**src/hdl/skl_pkg.sv**
```systemverilog
`default_nettype none

package skl_pkg;

	typedef struct packed {
		logic [63:0] hi;
		logic [63:0] mid;
		logic [31:0] lo;
	} key_t;

	typedef enum logic [2:0] {
		REQ_INSERT = 3'd0,
		REQ_REMOVE = 3'd1,
		REQ_FIND   = 3'd2,
		REQ_READ   = 3'd3,
		REQ_SIZE   = 3'd4,
		REQ_CLEAR  = 3'd5
	} req_t;

	typedef enum logic [1:0] {
		ST_OK        = 2'd0,
		ST_FULL      = 2'd1,
		ST_NOT_FOUND = 2'd2,
		ST_RANGE     = 2'd3
	} status_t;

	typedef enum logic [1:0] {
		S_IDLE,
		S_CMP,
		S_EXEC
	} state_t;

	// Commands from the controller to the datapath
	typedef struct packed {
		logic load;  // capture the request
		logic cmp;   // register the per-slot compare flags
		logic exec;  // update the list and load the result register
	} skl_cmd_t;

	localparam int unsigned READ_SLOTS = 16;

endpackage

`default_nettype wire

```
**src/hdl/skl_ctrl.sv**
```systemverilog
`default_nettype none

module skl_ctrl (
	input  wire logic              clk,
	input  wire logic              arst_n,
	input  wire logic              in_valid,
	output logic                   in_ready,
	output logic                   out_valid,
	input  wire logic              out_ready,
	output skl_pkg::skl_cmd_t      cmd
);

	skl_pkg::state_t state_q, state_d;
	logic            out_valid_q;
	logic            exec_go;
	logic            accept;

	// Result register is free, or being emptied this cycle
	assign exec_go  = (state_q == skl_pkg::S_EXEC) && (!out_valid_q || out_ready);
	assign in_ready = (state_q == skl_pkg::S_IDLE) || exec_go;
	assign accept   = in_valid && in_ready;
	assign out_valid = out_valid_q;

	always_comb begin
		state_d = state_q;
		case (state_q)
			skl_pkg::S_IDLE: begin
				if (accept) state_d = skl_pkg::S_CMP;
			end
			skl_pkg::S_CMP: begin
				state_d = skl_pkg::S_EXEC;
			end
			skl_pkg::S_EXEC: begin
				if (exec_go) state_d = accept ? skl_pkg::S_CMP : skl_pkg::S_IDLE;
			end
			default: begin
				state_d = skl_pkg::S_IDLE;
			end
		endcase
	end

	always_comb begin
		cmd.load = accept;
		cmd.cmp  = (state_q == skl_pkg::S_CMP);
		cmd.exec = exec_go;
	end

	always_ff @(posedge clk or negedge arst_n) begin
		if (!arst_n) begin
			state_q     <= skl_pkg::S_IDLE;
			out_valid_q <= 1'b0;
		end else begin
			state_q <= state_d;
			if (exec_go) out_valid_q <= 1'b1;
			else if (out_ready) out_valid_q <= 1'b0;
		end
	end

endmodule

`default_nettype wire

```
**config.mk**
```make
export PLATFORM = sky130hd
export DESIGN_NAME = skl_ctrl
export DESIGN_NICKNAME = d
export VERILOG_FILES = /design/src/hdl/skl_pkg.sv /design/src/hdl/skl_ctrl.sv
export SDC_FILE = /design/constraint.sdc
export NUM_CORES = 1
export LEC_CHECK = 0
export ABC_AREA = 0
export BUFFER_PORTS_ARGS = -buffer_cell sky130_fd_sc_hd__buf_2
export CORE_AREA = 2 2 39 41
export CTS_CLUSTER_DIAMETER = 150
export DETAILED_ROUTE_END_ITERATION = 10
export DIE_AREA = 0 0 41 43
export HOLD_SLACK_MARGIN = 0.15
export SLEW_MARGIN = 25
export SYNTH_ARGS = -nofsm -noshare
export SYNTH_HDL_FRONTEND = slang
export SYNTH_SLANG_ARGS = --single-unit
```
**constraint.sdc**
```tcl
create_clock -name clk -period 2.1 [get_ports clk]
set_clock_uncertainty 0.05 [all_clocks]
set_input_delay 0.63 -clock clk [delete_from_list [all_inputs] [get_ports clk]]
set_output_delay 0.63 -clock clk [all_outputs]
set_load 0.02 [all_outputs]
```
Word-level counts from Yosys, hierarchy flattened
Index checks and enable logic that the tools add are counted.

Output and inout port bits: 5. Register bits after elaboration: 3.

Mux-type cells: 6. Reduce and logical (&&, ||, !) cells: 8. Eq/ne operators: 4.

Operators by type and width (number): $pmux 2 s3 (1); $mux 2 (2); $ne 2x2->1 const B (2); $mux 1 (3); $eq 2x1->1 const B (1); $eq 2x2->1 const B (1); $logic_and 1x1->1 (2); $logic_not 2->1 (1); $logic_or 1x1->1 (2); $reduce_and 2->1 (1); $reduce_bool 2->1 (1); $logic_not 1->1 (1).

Depth between registers and ports, before layout
Gate-level depths: netlist of the first run.

Depth in word-level cells: 8. Mapped depth: 3. Mapped depth without buffers: 2.

Least setup slack after synthesis of the first run
OpenSTA, ideal clock, no wires.

Path type: input to output. From: input port out_ready. To: output port in_ready. Cell stages on the path: 2. Data required time: 1.420 ns. Arrival: 1.037 ns. Path buffers: 0. Slack: 0.383 ns. Path through: nor2b_2 > a21oi_1.

Cells in the longest elaborated chain, start to end: 3.

Ends and longest elaborated chain: from (decl) (RTL line skl_ctrl.sv:9) `input wire logic out_ready,`; $logic_or 1x1->1 (RTL line skl_ctrl.sv:19) `assign exec_go = (state_q == skl_pkg::S_EXEC) && (!out_valid_q || out_ready);`; $logic_and 1x1->1 (RTL line skl_ctrl.sv:19); $logic_or 1x1->1 (RTL line skl_ctrl.sv:20) `assign in_ready = (state_q == skl_pkg::S_IDLE) || exec_go;`; to (decl) (RTL line skl_ctrl.sv:7) `output logic in_ready,`.

No other way between the ends.

Worst setup path in the final report of the first run
Ends and elaborated chain as after synthesis.

==> results.json, run 1 <==
{
  "status": "finished, final reports clean",
  "hold_start": "state_q[1]",
  "timing.rr.end": "state_q[1]",
  "hold_end": "state_q[0]",
  "dp_slack_ns": 0.2662,
  "cts-resized-gates": 0,
  "hold_violations": 0,
  "final_util": 0.1700,
  "fp.dieArea_sq_um": 1763,
  "finalSetupViolations": 0,
  "hold_depth": 1,
  "drv_cap": 0,
  "placed_area_sq_um": 198.9,
  "hold_class": "register to register",
  "grt_max_degree": 6,
  "ff2ff_setup_slack_ns": 1.25,
  "area_growth_pct": 45.74,
  "htree_levels": 1,
  "final.min_clock_period_ns": 1.837,
  "synthesis.nets": 21,
  "finalCritPeriodShare": 0.8750,
  "fmaxAchievable_ghz": 0.5442,
  "crit_chain": "buf_2 > nor2b_2 > a21oi_1 > buf_2",
  "syn_area_per_cell_sq_um": 9.494,
  "synth_cells": 17,
  "clk_latency_ns": 0.23,
  "place.gp.congestion": 0.5991,
  "tritoncts": "built",
  "crit_top_cell": "buf_2",
  "final_cells": 43,
  "tns_ns": 0,
  "ys_ff_latch": 3,
  "crit_fanout": 4,
  "worst_r2r_startpoint": "state_q[0]",
  "multi_input_area_sq_um": 63.81,
  "slowest_stage": "nor2b_2",
  "start_util": 0.1166,
  "vias": 140,
  "io-pin-count": 9,
  "leakagePower_nw": 0.1191,
  "cts.sinks": 3,
  "peakVddDrop_uv": 171.5,
  "core_area_sq_um": 1384,
  "arrival_ns": 1.16,
  "final_cell_mix": "8 x buf_2, 3 x nand2b_1, 3 x a21oi_1, 3 x clkbuf_4, 3 x dfrtp_1",
  "path_depth": 4,
  "synth_area_leaders": "dfrtp_1 47%, buf_4 14%, nand2b_1 12%",
  "yosys_warnings": 0,
  "synth.yosys.seq_area_share": 0.4651,
  "hpwl_um": 304.7,
  "grt_pass1_wl_um": 448,
  "reg2regPathDepth": 2,
  "fillers": 165,
  "rsz0062_at_grt": "no",
  "cts_made_buffers": 3,
  "whs_ns": 0.4644,
  "rows": 14,
  "design_area_sq_um": 235.2,
  "slew_headroom": 0.8880,
  "die_width_um": 41,
  "end_kind": "primary output",
  "cts_hold_buf": 1,
  "die_h_um": 43,
  "clk_path_buf_depth": 2,
  "power_uw": 221.1,
  "cts-root-buf": "clkbuf_4",
  "fin_nets": 32,
  "drc": 0,
  "crit_buf_inv": 2,
  "yosysTopAreaCellShare": 0.4651,
  "drive_gt1_frac": 0.4444,
  "cpLargestDelayFamily": "buffers and inverters",
  "diodes": 0,
  "fin_ws_ns": 0.2626,
  "cp_data_required_time_ns": 1.42,
  "path_class": "primary input to primary output",
  "antenna_found_initial": 0,
  "ant_nets": 0,
  "grt_pass1_vias": 139,
  "grt_use_total": 0.04728,
  "grt.overflow.total": 0,
  "worst_pin_slew_ns": 0.1673,
  "dp.cells": 38,
  "powerDensity_nw_per_um2": 939.8,
  "seq_area_sq_um": 75.07,
  "cp-start-kind": "primary input",
  "first_pass_iters": 2,
  "final_common_cell": "buf_2",
  "slew_violations": 0,
  "cpPeakStageDelay_ns": 0.17,
  "ys_types": 9,
  "post_cts_buffers": 0,
  "detail_route.wl_per_cell_um": 7.814,
  "netlist_area_sq_um": 161.4,
  "yosys.area.top_type": "dfrtp_1",
  "vias_per_cell": 3.256,
  "drt-total-wl_um": 336,
  "port_buffers": 8,
  "clk_pin_slew_ns": 0.03,
  "first_iter_violations": 2
}
-- per-layer routing --
layer  vias up  wire [um]  track usage
met5         -          0            0
met4         0          0      0.08000
met3         0         21      0.03141
met2         3        214      0.07188
met1        66        100      0.01942
li1         71          -            -
-- cells in the mapped netlist --
cell type / n
nor2b_1: 1
o21bai_1: 1
nor2b_2: 1
nand2b_1: 3
nand2_1: 1
buf_4: 3
nor2_1: 1
dfrtp_1: 3
a21oi_1: 3
-- worst register-to-register path: cells and delay by family, from the launching register on --
kind	cells	cell delay, ns
flops	1	0.38
compound gates	1	0.16
simple gates	1	0.14
-- where the power goes --
part / leakage, nW / total (mW) / internal [mW] / switching (mW)
registers: 0.0380 / 0.0725 / 0.0661 / 0.00644
clock network: 0.0150 / 0.0961 / 0.0709 / 0.0252
logic: 0.0661 / 0.0524 / 0.0207 / 0.0318
total: 0.119 / 0.221 / 0.158 / 0.0634
-- kinds of logic (layout without fill, tap and decap cells) --
logic type / after synthesis / after routing / share of synthesized area
AND/OR/NAND/NOR: 7 / 7 / 0.2558
AO/OA/AOI/OAI: 4 / 4 / 0.1395
flip-flops: 3 / 3 / 0.4651
buffers and inverters: 3 / 13 / 0.1395
-- layout make-up --
type,instances,share of cell area
repair buffers,9,0.2128
well taps,16,0.08511
multi-input cells,11,0.2713
flip-flops and latches,3,0.3191
clock buffers,4,0.1117
-- how the worst max path moves through the flow --
stage / startpoint / endpoint
2_1_floorplan: out_ready / in_ready
3_5_place_dp: out_ready / cmd[2]
5_1_grt: out_ready / cmd[2]
4_1_cts: out_ready / cmd[2]
6_report: out_ready / in_ready
3_3_place_gp: out_ready / cmd[2]
-- sequential cells by signal, summed over array words and instances, names as in the netlist --
register,flops
out_valid,1
state_q,2
Power figures use the tool's default switching activity.
==> run 2, diff against run 1 <==
==> constraint.sdc (replaced) <==
create_clock -name clk -period 2.16 [get_ports clk]
set_clock_uncertainty 0.05 [all_clocks]
set_input_delay 0.648 -clock clk [delete_from_list [all_inputs] [get_ports clk]]
set_output_delay 0.648 -clock clk [all_outputs]
set_load 0.005 [all_outputs]
==> run 2 against run 1 <==
  * Utilization down 0.72 points
  * Design area fell by 4.3%
  * Critical path depth did not move
  * Clock power shrank 2.7%
  * Via count down 2.9%
  * Global-route usage fell by 0.10 points
  * First-iteration DRC count is the same
  * Critical path type unchanged
  * Largest power group unchanged
==> results.json, run 2 (synthesis results as in run 1) <==
{
  "power_uw": 199.6,
  "worst_pin_slew_ns": 0.1673,
  "powerDensity_nw_per_um2": 886.1,
  "dp_slack_ns": 0.3227,
  "grt_max_degree": 6,
  "cp_data_required_time_ns": 1.46,
  "grt_pass1_vias": 133,
  "cpPeakStageDelay_ns": 0.17,
  "final_cells": 42,
  "fmaxAchievable_ghz": 0.5435,
  "finalSetupViolations": 0,
  "arrival_ns": 1.14,
  "vias": 136,
  "drt-total-wl_um": 334,
  "top_usage_layer": "met4",
  "die_h_um": 43,
  "status": "finished, final reports clean",
  "cp-start-kind": "primary input",
  "cts-resized-gates": 0,
  "diodes": 0,
  "hpwl_um": 304.7,
  "rsz0062_at_grt": "no",
  "hold_class": "primary input to asynchronous set/reset pin",
  "crit_buf_inv": 2,
  "area_growth_pct": 39.53,
  "whs_ns": 0.1617,
  "largest_register": "state_q",
  "first_iter_violations": 2,
  "crit_chain": "buf_2 > nor2b_2 > a21oi_1 > buf_2",
  "grt_use_total": 0.04628,
  "final_common_cell": "buf_2",
  "tns_ns": 0,
  "crit_fanout": 4,
  "clk_pin_slew_ns": 0.03,
  "peakVddDrop_uv": 157.4,
  "clk_latency_ns": 0.23,
  "fin_nets": 31,
  "port_buffers": 8,
  "end_kind": "primary output",
  "grt_use_met3": 0.03141,
  "antenna_found_initial": 0,
  "slew_headroom": 0.8880,
  "place.gp.congestion": 0.5991,
  "slew_violations": 0,
  "grt_pass1_wl_um": 427,
  "path_class": "primary input to primary output",
  "largest_register_ff_count": 2,
  "die_width_um": 41,
  "ant_nets": 0,
  "io-pin-count": 9,
  "cts.sinks": 3,
  "crit_top_cell": "buf_2",
  "drc": 0,
  "detail_route.wl_per_cell_um": 7.952,
  "start_util": 0.1166,
  "fin_ws_ns": 0.3200,
  "htree_levels": 1,
  "finalCritPeriodShare": 0.8519,
  "rows": 14,
  "first_pass_iters": 2,
  "cts_hold_buf": 0,
  "core_area_sq_um": 1384,
  "leakagePower_nw": 0.1150,
  "final_cell_mix": "8 x buf_2, 3 x nand2b_1, 3 x a21oi_1, 3 x clkbuf_4, 3 x dfrtp_1",
  "hold_violations": 0,
  "vias_per_cell": 3.238,
  "use_met2": 0.07188,
  "cts-root-buf": "clkbuf_4",
  "cpLargestDelayFamily": "buffers and inverters",
  "slowest_stage": "nor2b_2",
  "dp.cells": 38,
  "drive_gt1_frac": 0.4615,
  "clk_path_buf_depth": 2,
  "cts_made_buffers": 3,
  "met1_usage": 0.01618,
  "fp.dieArea_sq_um": 1763,
  "grt.overflow.total": 0,
  "drv_cap": 0,
  "post_cts_buffers": 0,
  "final.min_clock_period_ns": 1.840,
  "tritoncts": "built"
}
[run 2: changes by cell type in the layout (fill, tap and decap cells not counted), sizes merged]
cell and change:
dlygate4sd3 -1
[run 2: metal layers]
layer | up-vias | wire length (um)
li1 | 69 | -
met1 | 64 | 97
met2 | 3 | 215
met3 | 0 | 21
met4 | 0 | 0
met5 | - | 0
[run 2: worst paths after layout]
check / start / end / slack (ns) / cells after the start
hold reg to reg: state_q[1] / state_q[0] / 0.46 / 1
min in group clk: state_q[1] / state_q[0] / 0.46 / 1
setup / recovery: out_ready / in_ready / 0.32 / 4
max in group asynchronous: arst_n / state_q[1] / 1.79 / 1
hold / removal: arst_n / out_valid / 0.16 / 1
setup reg to reg: state_q[0] / state_q[1] / 1.31 / 2
[run 2: where the power goes]
group,internal [mW],switching (mW),total [mW]
logic,0.0186,0.0171,0.0356
registers,0.0642,0.00626,0.0705
clock network,0.0689,0.0245,0.0935
[run 2: through the flow]
step	area, sq um	utilization
after floorplan	161.4	-
after global placement	198.9	0.1438
after detailed placement	198.9	0.1438
after CTS	225.2	0.1627
after global routing	225.2	0.1627
final	225.2	0.1627
[run 2: final cells by class]
cell class	count	area, sq um
fillers	165	1159
repair buffers	8	40.04
multi-input cells	11	63.81
well taps	16	20.02
clock buffers	4	26.28
flip-flops and latches	3	75.07
